$ cat config.mk
export PLATFORM = sky130hd
export DESIGN_NAME = buffer_pool_frame_manager_unit
export DESIGN_NICKNAME = d
export VERILOG_FILES = /design/src/hdl/bfm_pkg.sv /design/src/hdl/bfm_lru.sv /design/src/hdl/buffer_pool_frame_manager_unit.sv
export VERILOG_INCLUDE_DIRS = /design/src /design/src/hdl
export SDC_FILE = /design/constraint.sdc
export NUM_CORES = 2
export LEC_CHECK = 0
export BUFFER_PORTS_ARGS = -buffer_cell sky130_fd_sc_hd__buf_2
export CORE_AREA = 2 2 285 287
export DETAILED_ROUTE_END_ITERATION = 16
export DIE_AREA = 0 0 287 289
export HOLD_SLACK_MARGIN = 0.1
export PLACE_DENSITY = 0.8
export SETUP_SLACK_MARGIN = 0.2
export SLEW_MARGIN = 40
export SYNTH_ARGS = -nofsm -noshare
export SYNTH_HDL_FRONTEND = slang
export SYNTH_HIERARCHICAL = 1
export SYNTH_SLANG_ARGS = --single-unit
$ cat constraint.sdc
create_clock -name clk -period 21.9 [get_ports clk]
set_input_delay 2.19 -clock clk [delete_from_list [all_inputs] [get_ports clk]]
set_output_delay 2.19 -clock clk [all_outputs]
set_load 0.03 [all_outputs]
$ cat src/hdl/assert_macros.svh
// assertion macros shared by the buffer pool frame manager rtl
// no dependencies; expects a clock named clk and a reset named rst in scope
`ifndef ASSERT_MACROS_SVH
`define ASSERT_MACROS_SVH

// plain property checked every clock outside reset
`define BFM_ASSERT(name, prop, msg) \
  name: assert property (@(posedge clk) disable iff (rst) (prop)) else $error(msg);

// same-cycle implication
`define BFM_ASSERT_IMPL(name, ante, cons, msg) \
  name: assert property (@(posedge clk) disable iff (rst) (ante) |-> (cons)) else $error(msg);

// next-cycle implication
`define BFM_ASSERT_NEXT(name, ante, cons, msg) \
  name: assert property (@(posedge clk) disable iff (rst) (ante) |=> (cons)) else $error(msg);

`endif

$ cat src/hdl/bfm_pkg.sv
// shared types and codes for the buffer pool frame manager
// used by bfm_lru and buffer_pool_frame_manager_unit; no dependencies
package bfm_pkg;

  // frames in the pool; the frame field of a result is four bits wide
  localparam int NUM_FRAMES = 16;

  typedef enum logic [2:0] {
    MODE_FETCH     = 3'd0,
    MODE_NEW       = 3'd1,
    MODE_UNPIN     = 3'd2,
    MODE_DELETE    = 3'd3,
    MODE_FLUSH     = 3'd4,
    MODE_FLUSH_ALL = 3'd5
  } mode_t;

  typedef enum logic [1:0] {
    ST_OK           = 2'd0,
    ST_NOT_RESIDENT = 2'd1,
    ST_NO_FRAME     = 2'd2,
    ST_PINNED       = 2'd3
  } status_t;

  localparam logic REG_INST_COUNT  = 1'b0;
  localparam logic REG_INST_NUMBER = 1'b1;

  typedef struct packed {
    logic [2:0]  mode;
    logic [30:0] page_id;
    logic        mark_dirty;
  } req_t;

  typedef struct packed {
    logic [1:0]  status;
    logic [3:0]  frame;
    logic [30:0] page_out;
    logic        write_back;
    logic [30:0] write_back_page;
    logic        read_in;
    logic        last;
  } rsp_t;

  typedef enum logic [1:0] {
    LRU_REMOVE = 2'd0,
    LRU_PUSH   = 2'd1,
    LRU_POP    = 2'd2
  } lru_op_t;

  typedef struct packed {
    logic    start;
    lru_op_t op;
  } lru_cmd_t;

  typedef struct packed {
    logic busy;
    logic done;
  } lru_stat_t;

endpackage

$ cat src/hdl/bfm_lru.sv
// lru order of unpinned frames kept in a one-port-read/one-port-write memory
// depends on bfm_pkg
module bfm_lru #(
  parameter int DEPTH = 16,
  localparam int FW = $clog2(DEPTH)
) (
  input  logic               clk,
  input  logic               rst,
  input  bfm_pkg::lru_cmd_t  cmd,
  input  logic [FW-1:0]      frame,
  output bfm_pkg::lru_stat_t stat,
  output logic [FW-1:0]      head,
  output logic [FW:0]        count
);

  typedef enum logic [1:0] {L_IDLE, L_SCAN, L_SHIFT} lstate_t;

  lstate_t          state;
  logic [FW-1:0]    mem [DEPTH];
  logic [FW-1:0]    rdata;
  logic [FW:0]      cnt;
  logic [FW:0]      rp;
  logic [FW:0]      wp;
  logic             pend;
  logic [FW-1:0]    paddr;
  logic [FW-1:0]    key;
  bfm_pkg::lru_op_t op;
  logic             done;

  logic          match;
  logic          ren;
  logic          we;
  logic [FW-1:0] waddr;
  logic [FW-1:0] wdata;

  always_comb begin
    match = 1'b0;
    ren   = 1'b0;
    we    = 1'b0;
    waddr = wp[FW-1:0];
    wdata = rdata;
    case (state)
      L_IDLE: begin
        if (cmd.start && cmd.op == bfm_pkg::LRU_PUSH) begin
          we    = 1'b1;
          waddr = cnt[FW-1:0];
          wdata = frame;
        end
      end
      L_SCAN: begin
        match = pend && (op == bfm_pkg::LRU_POP || rdata == key);
        ren   = !match && (rp < cnt);
      end
      L_SHIFT: begin
        // move entry rp-1 down to wp, one per cycle
        we  = pend;
        ren = rp < cnt;
      end
      default: ;
    endcase
  end

  always_ff @(posedge clk) begin
    if (ren) rdata <= mem[rp[FW-1:0]];
    if (we) mem[waddr] <= wdata;
  end

  always_ff @(posedge clk) begin
    if (rst) begin
      state <= L_IDLE;
      cnt   <= '0;
      done  <= 1'b0;
      pend  <= 1'b0;
    end else begin
      done <= 1'b0;
      case (state)
        L_IDLE: begin
          if (cmd.start) begin
            op   <= cmd.op;
            key  <= frame;
            rp   <= '0;
            pend <= 1'b0;
            if (cmd.op == bfm_pkg::LRU_PUSH) begin
              cnt  <= cnt + 1'b1;
              done <= 1'b1;
            end else begin
              state <= L_SCAN;
            end
          end
        end
        L_SCAN: begin
          if (match) begin
            head  <= rdata;
            wp    <= {1'b0, paddr};
            rp    <= {1'b0, paddr} + 1'b1;
            pend  <= 1'b0;
            state <= L_SHIFT;
          end else if (ren) begin
            pend  <= 1'b1;
            paddr <= rp[FW-1:0];
            rp    <= rp + 1'b1;
          end else begin
            // not in the order, nothing to do
            pend  <= 1'b0;
            done  <= 1'b1;
            state <= L_IDLE;
          end
        end
        L_SHIFT: begin
          if (pend) wp <= wp + 1'b1;
          if (ren) begin
            pend <= 1'b1;
            rp   <= rp + 1'b1;
          end else begin
            pend <= 1'b0;
            if (!pend) begin
              cnt   <= cnt - 1'b1;
              done  <= 1'b1;
              state <= L_IDLE;
            end
          end
        end
        default: state <= L_IDLE;
      endcase
    end
  end

  assign stat.busy = (state != L_IDLE);
  assign stat.done = done;
  assign count     = cnt;

endmodule

$ cat src/hdl/buffer_pool_frame_manager_unit.sv
// Buffer pool frame manager. Requests are handled one at a time: a request is
// taken only while the block is idle. Page lookup walks the frame table memory
// one frame per cycle, and fetch, unpin, delete and flush act on what that walk
// finds. A fetch miss or a new page then takes a victim, and taking a victim
// from the lru order or removing a frame from it waits on the order memory,
// which is searched and shifted one entry per cycle. Flush all walks the table
// twice (count, then emit). A result that is not taken holds the next one,
// and the block with it, in the emit state. No clearing pass after reset.
// depends on bfm_pkg, bfm_lru and assert_macros.svh
`include "assert_macros.svh"

module buffer_pool_frame_manager_unit #(
  parameter int PIN_BITS  = 8
) (
  input  logic              clk,
  input  logic              rst,
  input  logic              psel,
  input  logic              penable,
  input  logic              pwrite,
  input  logic [2:0]        paddr,
  input  logic [31:0]       pwdata,
  output logic [31:0]       prdata,
  output logic              pready,
  input  logic              req_valid,
  output logic              req_ready,
  input  bfm_pkg::req_t     req,
  output logic              rsp_valid,
  input  logic              rsp_ready,
  output bfm_pkg::rsp_t     rsp
);

  localparam int NF = bfm_pkg::NUM_FRAMES;
  localparam int FW = $clog2(NF);
  localparam int EW = 31 + PIN_BITS + 1;
  localparam logic [PIN_BITS-1:0] PIN_MAX = '1;
  localparam logic [PIN_BITS-1:0] PIN_ONE = PIN_BITS'(1);

  typedef enum logic [3:0] {
    S_IDLE, S_FIND, S_EXEC, S_VICT, S_VFS, S_VLRU, S_VRD, S_VUPD,
    S_LRUW, S_FA_CNT, S_FA_SCAN, S_EMIT
  } state_t;

  state_t state;

  logic [4:0]  icount;
  logic [3:0]  inum;
  logic [30:0] next_page;

  bfm_pkg::req_t req_q;
  bfm_pkg::rsp_t res;
  bfm_pkg::rsp_t rsp_q;
  logic          rsp_v;
  logic          rsp_load;
  logic          fa_more;

  logic [FW:0]   sidx;
  logic          spend;
  logic [FW-1:0] spaddr;
  logic          hit;
  logic [FW-1:0] hf;
  logic [FW-1:0] vf;
  logic [FW:0]   nd;
  logic [FW:0]   ne;

  // frame table: {page, pin count, dirty}; valid bits in flops
  logic [EW-1:0]        fmem [NF];
  logic [EW-1:0]        frd;
  logic [NF-1:0]        fvalid;
  logic                 fm_ren;
  logic [FW-1:0]        fm_raddr;
  logic                 fm_we;
  logic [FW-1:0]        fm_waddr;
  logic [EW-1:0]        fm_wdata;

  // free stack; an entry never written holds its own index
  logic [FW-1:0]        fs_mem [NF];
  logic [NF-1:0]        fs_wv;
  logic [FW:0]          free_cnt;
  logic [FW-1:0]        fs_rdata;
  logic                 fs_rv;
  logic [FW-1:0]        fs_ridx;
  logic                 fs_ren;
  logic [FW-1:0]        fs_raddr;
  logic                 fs_we;

  bfm_pkg::lru_cmd_t  lru_cmd;
  bfm_pkg::lru_stat_t lru_st;
  logic [FW-1:0]      lru_head;
  logic [FW:0]        lru_cnt;

  logic [30:0]         e_page;
  logic [PIN_BITS-1:0] e_pin;
  logic                e_dirty;
  logic                scan_hit;
  logic                scan_more;
  logic [30:0]         np;
  logic                cfg_we;

  assign e_page   = frd[EW-1 -: 31];
  assign e_pin    = frd[PIN_BITS:1];
  assign e_dirty  = frd[0];
  assign np       = (req_q.mode == bfm_pkg::MODE_NEW) ? next_page : req_q.page_id;
  assign cfg_we   = psel && penable && pwrite;
  assign rsp_load = (state == S_EMIT) && (!rsp_v || rsp_ready);

  function automatic bfm_pkg::rsp_t mk_rsp(bfm_pkg::status_t st, logic [FW-1:0] fr,
                                           logic [30:0] pg, logic wb, logic [30:0] wbp,
                                           logic rd, logic lst);
    bfm_pkg::rsp_t r;
    r.status          = st;
    r.frame           = 4'(fr);
    r.page_out        = pg;
    r.write_back      = wb;
    r.write_back_page = wb ? wbp : 31'd0;
    r.read_in         = rd;
    r.last            = lst;
    return r;
  endfunction

  bfm_lru #(.DEPTH(NF)) u_lru (
    .clk   (clk),
    .rst   (rst),
    .cmd   (lru_cmd),
    .frame (hf),
    .stat  (lru_st),
    .head  (lru_head),
    .count (lru_cnt)
  );

  always_comb begin
    scan_more = (sidx < (FW+1)'(NF));
    scan_hit  = 1'b0;
    case (state)
      S_FIND:              scan_hit = spend && fvalid[spaddr] && e_page == req_q.page_id;
      S_FA_CNT, S_FA_SCAN: scan_hit = spend && fvalid[spaddr] && e_dirty;
      default: ;
    endcase

    fm_ren   = 1'b0;
    fm_raddr = sidx[FW-1:0];
    fm_we    = 1'b0;
    fm_waddr = hf;
    fm_wdata = frd;
    fs_ren   = 1'b0;
    fs_raddr = fs_ridx;
    fs_we    = 1'b0;
    lru_cmd.start = 1'b0;
    lru_cmd.op    = bfm_pkg::LRU_REMOVE;

    case (state)
      S_FIND, S_FA_SCAN: fm_ren = !scan_hit && scan_more;
      S_FA_CNT:          fm_ren = scan_more;
      S_VRD: begin
        fm_ren   = 1'b1;
        fm_raddr = vf;
      end
      S_EXEC: begin
        case (req_q.mode)
          bfm_pkg::MODE_FETCH: begin
            if (hit && e_pin != PIN_MAX) begin
              fm_we    = 1'b1;
              fm_wdata = {e_page, e_pin + 1'b1, e_dirty};
              lru_cmd.start = (e_pin == '0);
            end
          end
          bfm_pkg::MODE_UNPIN: begin
            if (hit && e_pin != '0) begin
              fm_we    = 1'b1;
              fm_wdata = {e_page, e_pin - 1'b1, e_dirty | req_q.mark_dirty};
              lru_cmd.start = (e_pin == PIN_ONE);
              lru_cmd.op    = bfm_pkg::LRU_PUSH;
            end
          end
          bfm_pkg::MODE_DELETE: begin
            if (hit && e_pin == '0) begin
              fs_we         = (free_cnt < (FW+1)'(NF));
              lru_cmd.start = 1'b1;
            end
          end
          bfm_pkg::MODE_FLUSH: begin
            if (hit) begin
              fm_we    = 1'b1;
              fm_wdata = {e_page, e_pin, 1'b0};
            end
          end
          default: ;
        endcase
      end
      S_VICT: begin
        if (free_cnt != '0) begin
          fs_ren   = 1'b1;
          fs_raddr = free_cnt[FW-1:0] - 1'b1;
        end else if (lru_cnt != '0) begin
          lru_cmd.start = 1'b1;
          lru_cmd.op    = bfm_pkg::LRU_POP;
        end
      end
      S_VUPD: begin
        fm_we    = 1'b1;
        fm_waddr = vf;
        fm_wdata = {np, PIN_ONE, 1'b0};
      end
      default: ;
    endcase

    // flush all clears each dirty bit as its result is produced
    if (state == S_FA_SCAN && scan_hit) begin
      fm_we    = 1'b1;
      fm_waddr = spaddr;
      fm_wdata = {e_page, e_pin, 1'b0};
    end
  end

  always_ff @(posedge clk) begin
    if (fm_ren) frd <= fmem[fm_raddr];
    if (fm_we) fmem[fm_waddr] <= fm_wdata;
    if (fs_ren) begin
      fs_rdata <= fs_mem[fs_raddr];
      fs_ridx  <= fs_raddr;
    end
    if (fs_we) fs_mem[free_cnt[FW-1:0]] <= hf;
  end

  always_ff @(posedge clk) begin
    if (rst) begin
      state     <= S_IDLE;
      icount    <= 5'd1;
      inum      <= 4'd0;
      next_page <= '0;
      rsp_v     <= 1'b0;
      fa_more   <= 1'b0;
      spend     <= 1'b0;
      fvalid    <= '0;
      fs_wv     <= '0;
      fs_rv     <= 1'b0;
      free_cnt  <= (FW+1)'(NF);
    end else begin
      if (cfg_we) begin
        case (paddr[2])
          bfm_pkg::REG_INST_COUNT: icount <= pwdata[4:0];
          bfm_pkg::REG_INST_NUMBER: begin
            inum      <= pwdata[3:0];
            next_page <= 31'(pwdata[3:0]);
          end
          default: ;
        endcase
      end

      if (fs_ren) fs_rv <= fs_wv[fs_raddr];
      if (fs_we) begin
        fs_wv[free_cnt[FW-1:0]] <= 1'b1;
        free_cnt <= free_cnt + 1'b1;
      end

      if (rsp_load) rsp_v <= 1'b1;
      else if (rsp_ready) rsp_v <= 1'b0;

      case (state)
        S_IDLE: begin
          if (req_valid) begin
            req_q   <= req;
            sidx    <= '0;
            spend   <= 1'b0;
            nd      <= '0;
            ne      <= '0;
            fa_more <= 1'b0;
            case (req.mode)
              bfm_pkg::MODE_FETCH, bfm_pkg::MODE_UNPIN,
              bfm_pkg::MODE_DELETE, bfm_pkg::MODE_FLUSH: state <= S_FIND;
              bfm_pkg::MODE_NEW:       state <= S_VICT;
              bfm_pkg::MODE_FLUSH_ALL: state <= S_FA_CNT;
              default: ;
            endcase
          end
        end
        S_FIND: begin
          if (scan_hit) begin
            hit   <= 1'b1;
            hf    <= spaddr;
            spend <= 1'b0;
            state <= S_EXEC;
          end else if (fm_ren) begin
            spend  <= 1'b1;
            spaddr <= sidx[FW-1:0];
            sidx   <= sidx + 1'b1;
          end else begin
            hit   <= 1'b0;
            spend <= 1'b0;
            state <= S_EXEC;
          end
        end
        S_EXEC: begin
          state <= S_EMIT;
          case (req_q.mode)
            bfm_pkg::MODE_FETCH: begin
              if (!hit) begin
                state <= S_VICT;
              end else if (e_pin == PIN_MAX) begin
                res <= mk_rsp(bfm_pkg::ST_PINNED, hf, req_q.page_id, 1'b0, '0, 1'b0, 1'b1);
              end else begin
                res <= mk_rsp(bfm_pkg::ST_OK, hf, req_q.page_id, 1'b0, '0, 1'b0, 1'b1);
                if (e_pin == '0) state <= S_LRUW;
              end
            end
            bfm_pkg::MODE_UNPIN: begin
              if (!hit) begin
                res <= mk_rsp(bfm_pkg::ST_NOT_RESIDENT, '0, req_q.page_id, 1'b0, '0,
                              1'b0, 1'b1);
              end else if (e_pin == '0) begin
                res <= mk_rsp(bfm_pkg::ST_PINNED, hf, req_q.page_id, 1'b0, '0, 1'b0, 1'b1);
              end else begin
                res <= mk_rsp(bfm_pkg::ST_OK, hf, req_q.page_id, 1'b0, '0, 1'b0, 1'b1);
                if (e_pin == PIN_ONE) state <= S_LRUW;
              end
            end
            bfm_pkg::MODE_DELETE: begin
              if (!hit) begin
                res <= mk_rsp(bfm_pkg::ST_OK, '0, req_q.page_id, 1'b0, '0, 1'b0, 1'b1);
              end else if (e_pin != '0) begin
                res <= mk_rsp(bfm_pkg::ST_PINNED, hf, req_q.page_id, 1'b0, '0, 1'b0, 1'b1);
              end else begin
                res <= mk_rsp(bfm_pkg::ST_OK, hf, req_q.page_id, e_dirty, e_page,
                              1'b0, 1'b1);
                fvalid[hf] <= 1'b0;
                state      <= S_LRUW;
              end
            end
            default: begin
              if (!hit) begin
                res <= mk_rsp(bfm_pkg::ST_NOT_RESIDENT, '0, req_q.page_id, 1'b0, '0,
                              1'b0, 1'b1);
              end else begin
                res <= mk_rsp(bfm_pkg::ST_OK, hf, req_q.page_id, e_dirty, e_page,
                              1'b0, 1'b1);
              end
            end
          endcase
        end
        S_VICT: begin
          if (free_cnt != '0) begin
            free_cnt <= free_cnt - 1'b1;
            state    <= S_VFS;
          end else if (lru_cnt != '0) begin
            state <= S_VLRU;
          end else begin
            res <= mk_rsp(bfm_pkg::ST_NO_FRAME, '0,
                          (req_q.mode == bfm_pkg::MODE_FETCH) ? req_q.page_id : 31'd0,
                          1'b0, '0, 1'b0, 1'b1);
            state <= S_EMIT;
          end
        end
        S_VFS: begin
          vf    <= fs_rv ? fs_rdata : fs_ridx;
          state <= S_VRD;
        end
        S_VLRU: begin
          if (lru_st.done) begin
            vf    <= lru_head;
            state <= S_VRD;
          end
        end
        S_VRD: state <= S_VUPD;
        S_VUPD: begin
          fvalid[vf] <= 1'b1;
          if (req_q.mode == bfm_pkg::MODE_NEW) next_page <= next_page + 31'(icount);
          res <= mk_rsp(bfm_pkg::ST_OK, vf, np, fvalid[vf] && e_dirty, e_page,
                        req_q.mode == bfm_pkg::MODE_FETCH, 1'b1);
          state <= S_EMIT;
        end
        S_LRUW: begin
          if (lru_st.done) state <= S_EMIT;
        end
        S_FA_CNT: begin
          if (scan_hit) nd <= nd + 1'b1;
          if (fm_ren) begin
            spend  <= 1'b1;
            spaddr <= sidx[FW-1:0];
            sidx   <= sidx + 1'b1;
          end else if (spend) begin
            spend <= 1'b0;
          end else if (nd == '0) begin
            res   <= mk_rsp(bfm_pkg::ST_OK, '0, '0, 1'b0, '0, 1'b0, 1'b1);
            state <= S_EMIT;
          end else begin
            sidx  <= '0;
            state <= S_FA_SCAN;
          end
        end
        S_FA_SCAN: begin
          if (scan_hit) begin
            spend   <= 1'b0;
            ne      <= ne + 1'b1;
            fa_more <= ((ne + 1'b1) != nd);
            res     <= mk_rsp(bfm_pkg::ST_OK, spaddr, e_page, 1'b1, e_page, 1'b0,
                              (ne + 1'b1) == nd);
            state   <= S_EMIT;
          end else if (fm_ren) begin
            spend  <= 1'b1;
            spaddr <= sidx[FW-1:0];
            sidx   <= sidx + 1'b1;
          end else if (spend) begin
            spend <= 1'b0;
          end else begin
            state <= S_IDLE;
          end
        end
        S_EMIT: begin
          if (rsp_load) begin
            rsp_q   <= res;
            fa_more <= 1'b0;
            state   <= fa_more ? S_FA_SCAN : S_IDLE;
          end
        end
        default: state <= S_IDLE;
      endcase
    end
  end

  always_comb begin
    case (paddr[2])
      bfm_pkg::REG_INST_COUNT:  prdata = 32'(icount);
      bfm_pkg::REG_INST_NUMBER: prdata = 32'(inum);
      default:                  prdata = '0;
    endcase
  end

  assign pready    = 1'b1;
  assign req_ready = (state == S_IDLE);
  assign rsp_valid = rsp_v;
  assign rsp       = rsp_q;

  // a delete frees its frame before the lru order drops it, so check only at rest
  `BFM_ASSERT_IMPL(a_pool_bound, !lru_st.busy, (32'(free_cnt) + 32'(lru_cnt)) <= NF, "pool overcount")
  `BFM_ASSERT_IMPL(a_idle_lru, state == S_IDLE, !lru_st.busy, "lru busy while idle")
  `BFM_ASSERT_NEXT(a_emit_hold, state == S_EMIT && rsp_v && !rsp_ready, state == S_EMIT, "result lost")

endmodule

Yosys cells after proc, flatten, opt, wreduce, memory -nomap -nowiden
Memory sizes are Yosys's and may differ from the RTL's. A register that Yosys moved wholly into a read port is not among the register bits.
Cells that the tools add are included.
{"block": "totals", "register_bits": 327, "latch_bits": 0, "ram_bits": 768, "romBits": 0, "output_inout_bits": 106, "wordCells": 388, "mem_count": 3}
{"memory": "fmem", "depth": 16, "word_bits": 40, "rd": 1, "rd_clocked_by_memory_dff": 1, "write_ports": 1, "line": "buffer_pool_frame_manager_unit.sv:66", "source": "logic [EW-1:0] fmem [NF];"}
{"memory": "fs_mem", "depth": 16, "word_bits": 4, "rd": 1, "rd_clocked_by_memory_dff": 1, "write_ports": 1, "line": "buffer_pool_frame_manager_unit.sv:76", "source": "logic [FW-1:0] fs_mem [NF];"}
{"memory": "u_lru.mem", "depth": 16, "word_bits": 4, "rd": 1, "rd_clocked_by_memory_dff": 1, "write_ports": 1, "line": "bfm_lru.sv:19", "source": "logic [FW-1:0] mem [DEPTH];"}
{"block": "op_classes", "n_addsub": 14, "n_mul": 0, "div": 0, "magnitude_cmp": 11, "n_eq_ne": 63, "n_shift": 0, "mux": 172, "bitwise": 8, "reduce_logical": 71}
{"cell": "71-bit 2-to-1 mux", "count": 12}
{"cell": "71-bit one-hot mux with 5 select lines", "count": 1}
{"cell": "31-bit 2-to-1 mux", "count": 8}
{"cell": "71-bit one-hot mux with 3 select lines", "count": 1}
{"cell": "4-bit 2-to-1 mux", "count": 28}
{"cell": "5-bit 2-to-1 mux", "count": 20}
{"cell": "40-bit one-hot mux with 2 select lines", "count": 1}
{"cell": "70-bit 2-to-1 mux", "count": 1}
{"cell": "32-bit one-hot mux with 2 select lines", "count": 1}
{"cell": "16-bit 2-to-1 mux", "count": 3}
{"cell": "4-bit one-hot mux with 12 select lines", "count": 1}
{"cell": "1-bit 2-to-1 mux", "count": 44}
{"cell": "40-bit 2-to-1 mux", "count": 1}
{"cell": "5-bit one-hot mux with 2 select lines", "count": 4}
{"cell": "5-bit by 1-bit adder with 5-bit output (second input constant)", "count": 7}
{"cell": "2-bit != test (second input constant)", "count": 16}
{"cell": "16-bit OR", "count": 2}
{"cell": "16-bit one-hot mux with 2 select lines", "count": 1}
{"cell": "31-bit by 5-bit adder with 31-bit output", "count": 1}
{"cell": "31-bit == test", "count": 1}
{"cell": "5-bit one-hot mux with 3 select lines", "count": 2}
{"cell": "2-bit 2-to-1 mux", "count": 14}
{"cell": "9-bit one-hot mux with 3 select lines", "count": 1}
{"cell": "3-bit AND reduction", "count": 9}
{"cell": "other kinds (62)", "count": 159}

Longest topological paths before layout
{"block": "depth", "depth_word": 11, "ltp_mapped": 12, "ltp_nobuf": 12}

Cells and area by module
The synthesis kept the hierarchy.
{"mod": "buffer_pool_frame_manager_unit", "n_inst": 1, "cells_per_inst": 2634, "area_each_um2": 42799.8, "seq_area_each_um2": 30439.2}
{"mod": "bfm_lru", "n_inst": 1, "cells_per_inst": 318, "area_each_um2": 4630.7, "seq_area_each_um2": 2912.8}

Least setup slack after synthesis
Ideal clock, no wire load.
{"block": "synth_timing", "path_kind": "input-to-reg", "startpoint": "input rst", "endpoint": "register res[0] (netlist bit) (enable)", "setup_time_ns": 0.675, "arrival_ns": 9.365, "t_required_ns": 21.225, "path_slack_ns": 11.860, "path_stages": 3, "path_buffers": 2, "cell_sequence": "clkbuf_1 > clkbuf_1 > nor4_1"}
{"block": "synth_via", "elab_chain_cells": 2}
{"element": "from (decl)", "line": "buffer_pool_frame_manager_unit.sv:16", "source": "input logic rst,"}
{"element": "1-bit inverter (no source line)"}
{"element": "9-bit AND reduction (no source line)"}
{"element": "to (signal assigned)", "line": "buffer_pool_frame_manager_unit.sv:299", "source": "res <= mk_rsp(bfm_pkg::ST_PINNED, hf, req_q.page_id, 1'b0, '0, 1'b0, 1'b1);"}
{"element": "to (signal assigned)", "line": "buffer_pool_frame_manager_unit.sv:301", "source": "res <= mk_rsp(bfm_pkg::ST_OK, hf, req_q.page_id, 1'b0, '0, 1'b0, 1'b1);"}
{"element": "to (signal assigned)", "line": "buffer_pool_frame_manager_unit.sv:307", "source": "res <= mk_rsp(bfm_pkg::ST_NOT_RESIDENT, '0, req_q.page_id, 1'b0, '0,"}
{"element": "to (decl)", "line": "buffer_pool_frame_manager_unit.sv:50", "source": "bfm_pkg::rsp_t res;"}
No other way between the ends.
A chain may end at the register's enable or synchronous reset.

Final worst setup path
{"block": "layout_timing", "startpoint": "input paddr[2]", "endpoint": "output prdata[3]"}
{"block": "layout_via", "elab_chain_cells": 2}
{"element": "from (decl)", "line": "buffer_pool_frame_manager_unit.sv:20", "source": "input logic [2:0] paddr,"}
{"element": "1-bit inverter (no source line)"}
{"element": "32-bit one-hot mux with 2 select lines (*)", "line": "buffer_pool_frame_manager_unit.sv:420", "source": "case (paddr[2])"}
{"element": "to (decl)", "line": "buffer_pool_frame_manager_unit.sv:22", "source": "output logic [31:0] prdata,"}
Every way passes the cells marked *; elsewhere a longest branch is shown, timed or not. The select of a mux whose other input is x is not followed.

==> results.md <==
- HPWL Detailed: 66100 um
- Worst-case clock buffer depth: 3
- Worst vdd ir: 0.0755 mV
- Critical Path Start Type: input port
- Routed vias/inst: 6.61
- Core Rows: 104
- Port Buffers: 125
- Peak fanout along the critical path: 9
- Io pins: 183
- GRT Total Usage: 28.2%
- Clock Skews: 0.0465 ns
- Final hold slack: 0.407 ns
- RSZ-0062 raised after global routing: false
- Required time worst endpoint: 19.71 ns
- # diodes: 0
- Nets: 3218
- CP max-delay cell: mux2_2
- Crit. End Element: output pin
- P_leak: 17.6 nW
- Slew HR: 35.7%
- Flop2flop setup slack: 16.96 ns
- CP Cell Sequence: buf_2, mux2_2, buf_2
- Top cell type's share of synthesized area: 66.4%
- Pin count of the biggest net entering global routing: 96
- Top FF cell, synth: edfxtp_1
- # DRC: 0
- Synth area leaders: edfxtp_1 (66%), mux4_2 (8.9%), dfxtp_1 (4.0%)
- Tmin final: 5.11 ns
- Clock root cell: clkbuf_16
- PD cells: 106 nW/um^2
- FMAX: 196 MHz
- First-pass GRT wire length: 174000 um
- RR Endpoint: frd[39]$_DFFE_PN_
- Antenna Nets Post-Route: 0
- Cells after Synth: 2952
- Initial core utilization: 59.4%
- Post-synth top area cell: edfxtp_1
- Initial antenna violation count: 1
- R2r startpoint: state[1]$_SDFFE_PP0P_
- Fill count: 5004
- Flops & latches, synth: 1142
- Clock slew at reported path FFs: 0.06 ns
- Setup Buffers After CTS: 0
- Overflow after GRT: 0
- Seq/Total Area, Yosys: 70.3%
- Post-cts resize count: 0
- Worst-Margin Slew: 0.955 ns
- Hold EP: rsp[17]$_DFFE_PP_
- Final hold vios: 0
- Die width: 287 um
- Layout cell share with drive strength beyond 1: 20.1%
- Clk_lat worst skew: 0.71 ns
- Setup violations, final: 0
- Hold-fix buffers, CTS: 0
- DR iter-0 viols: 4232
- Library cells used by synthesis: 101
- H-tree depth: 3
- Worst hold path type: flop to flop
- First-pass DRT Iterations: 6
- Vias in the first global route: 28100
- Layout area overhead: 12.1%
- R2R cell count: 10
- Total core area: 79900 sq um
- Yosys warnings: 6
- Die area: 82900 sq um
- Period utilisation layout: 23.3%
- CTS Sinks: 1142
- HP Start: res[17]$_DFFE_PP_
- Avg Cell Area, Syn: 16.1 sq um
- CP dominant cell by count: buf_2
- Cell Area, Synth: 47400 sq um
- GP Congestion: 0.904
- Min-Delay Path Depth: 0
- Setup TNS Final: 0 ns
- DIE HEIGHT: 289 um
- Status: complete, no violations
- Final max-slew violation count: 0
- Final WL: 117000 um
- Routed length per instance: 27.5 um
- Number of synthesized flops with an enable pin: 1048
- Crit Path Class: input port to output pin
- CP Data Arrival Time: 2.92 ns
- Vias: 28200
- CTS tree: done
- Max incr delay on CP: 0.37 ns
- FFs w/ async S/R, synth: 0%
- CTS Buf Count: 108
- Max-capacitance violation count: 0
==> metal layers <==
layer | up-vias | wire [um] | GRT usage, %
met1 | 14100 | 42500 | 37.8
met5 | - | 0 | 0
met2 | 1967 | 57900 | 46.7
met4 | 0 | 3930 | 10.6
met3 | 260 | 12700 | 5.20
li1 | 11800 | - | -
==> cells in the mapped netlist, types with 14 or more instances <==
library cell and count:
o21ai_0 89, a211oi_1 46, buf_2 32, nor3_1 30
nand4_1 24, buf_4 29, edfxtp_1 1048, mux2i_1 108
ha_1 31, inv_1 74, dfxtp_1 94, and3_1 14
buf_1 16, nor2b_1 38, xor2_1 24, a222oi_1 31
nor2_1 174, a21oi_1 69, clkbuf_1 105, nand2_1 254
a31oi_1 60, mux4_2 187, nand2b_1 17, xnor2_1 51
nand3_1 38, and2_1 52
==> registers in the layout (all words and copies together) (netlist names), 16 cells and up <==
name       count
fmem         640
req_q         35
fs_mem        64
frd           40
u_lru/mem     64
fs_wv         16
rsp           71
next_page     31
fvalid        16
res           71
==> logic make-up after synthesis <==
family                   share of synthesized area [%]
flip-flops                                        70.3
AND/OR/NAND/NOR                                   7.09
AO/OA/AOI/OAI                                     6.28
multiplexers                                      11.5
buffers and inverters                             2.48
XOR/XNOR                                          1.38
adder cells (fa/ha/maj)                          0.902
other                                           0.0158
==> where the power goes <==
group / leakage [nW] / switching (mW) / internal [mW] / total (mW)
Sequential: 10.2 / 0.108 / 2.62 / 2.73
Clock: 1.72 / 0.808 / 1.03 / 1.84
Combinational: 5.72 / 0.666 / 0.413 / 1.08
Total: 17.6 / 1.58 / 4.06 / 5.65
==> cell type report <==
type | count | area, sq um | share of cell area, %
clock buffers | 152 | 3020 | 5.68
inverters | 78 | 293 | 0.551
clock inverters | 51 | 498 | 0.937
multi-input cells | 1571 | 13300 | 25.1
flip-flops and latches | 1142 | 33400 | 62.7
well taps | 1060 | 1330 | 2.49
repair buffers | 207 | 1350 | 2.53
==> stage by stage <==
stage,setup slack (ns),power [mW],area (sq um),cells,utilization [%]
5_1_grt,16.52,5.83,53200,4261,66.5
6_report,16.79,5.65,53200,4261,66.5
4_1_cts,16.79,5.64,53100,4261,66.5
3_5_place_dp,16.79,3.81,49600,4058,62.0
2_1_floorplan,11.86,3.47,47500,2978,-
3_3_place_gp,16.82,3.75,49400,4054,61.9
==> how the worst max path moves through the flow <==
stage	from	endpoint	slack, ns
2_1_floorplan	rst	res[0]$_DFFE_PP_	11.86
3_3_place_gp	paddr[2]	prdata[3]	16.82
3_5_place_dp	paddr[2]	prdata[3]	16.79
4_1_cts	paddr[2]	prdata[3]	16.79
5_1_grt	state[1]$_SDFFE_PP0P_	frd[39]$_DFFE_PN_	16.52
6_report	paddr[2]	prdata[3]	16.79
==> worst max-delay path: cells and delay by family <==
family,cells,cell delay (ns)
multiplexers,1,0.37
buffers and inverters,2,0.36
==> layout by cell type, fill, tap and decap left out, drive strengths merged, types with 6 or more instances in the layout <==
| master | Yosys | routed |
|---|---|---|
| edfxtp | 1048 | 1048 |
| nand2 | 255 | 255 |
| buf | 81 | 207 |
| mux4 | 190 | 190 |
| nor2 | 174 | 174 |
| clkbuf | 106 | 152 |
| mux2i | 108 | 108 |
| o21ai | 98 | 98 |
| dfxtp | 94 | 94 |
| inv | 77 | 81 |
| a21oi | 70 | 70 |
| a31oi | 61 | 61 |
| and2 | 52 | 52 |
| xnor2 | 51 | 51 |
| a211oi | 47 | 47 |
| clkinv | 1 | 42 |
| nand3 | 38 | 38 |
| nor2b | 38 | 38 |
| nor3 | 32 | 32 |
| a222oi | 31 | 31 |
| ha | 31 | 31 |
| conb | 2 | 28 |
| nand4 | 24 | 24 |
| xor2 | 24 | 24 |
| nand2b | 18 | 18 |
| and3 | 14 | 14 |
| a311oi | 11 | 11 |
| a21o | 11 | 11 |
| a221o | 9 | 9 |
| mux2 | 9 | 9 |
| a41oi | 8 | 8 |
| nor3b | 8 | 8 |
| or3 | 7 | 7 |
| o21a | 7 | 7 |
| a22oi | 7 | 7 |
| nor4 | 7 | 7 |
| nor4b | 6 | 6 |
Note: power is estimated with default switching activity, not from simulation.
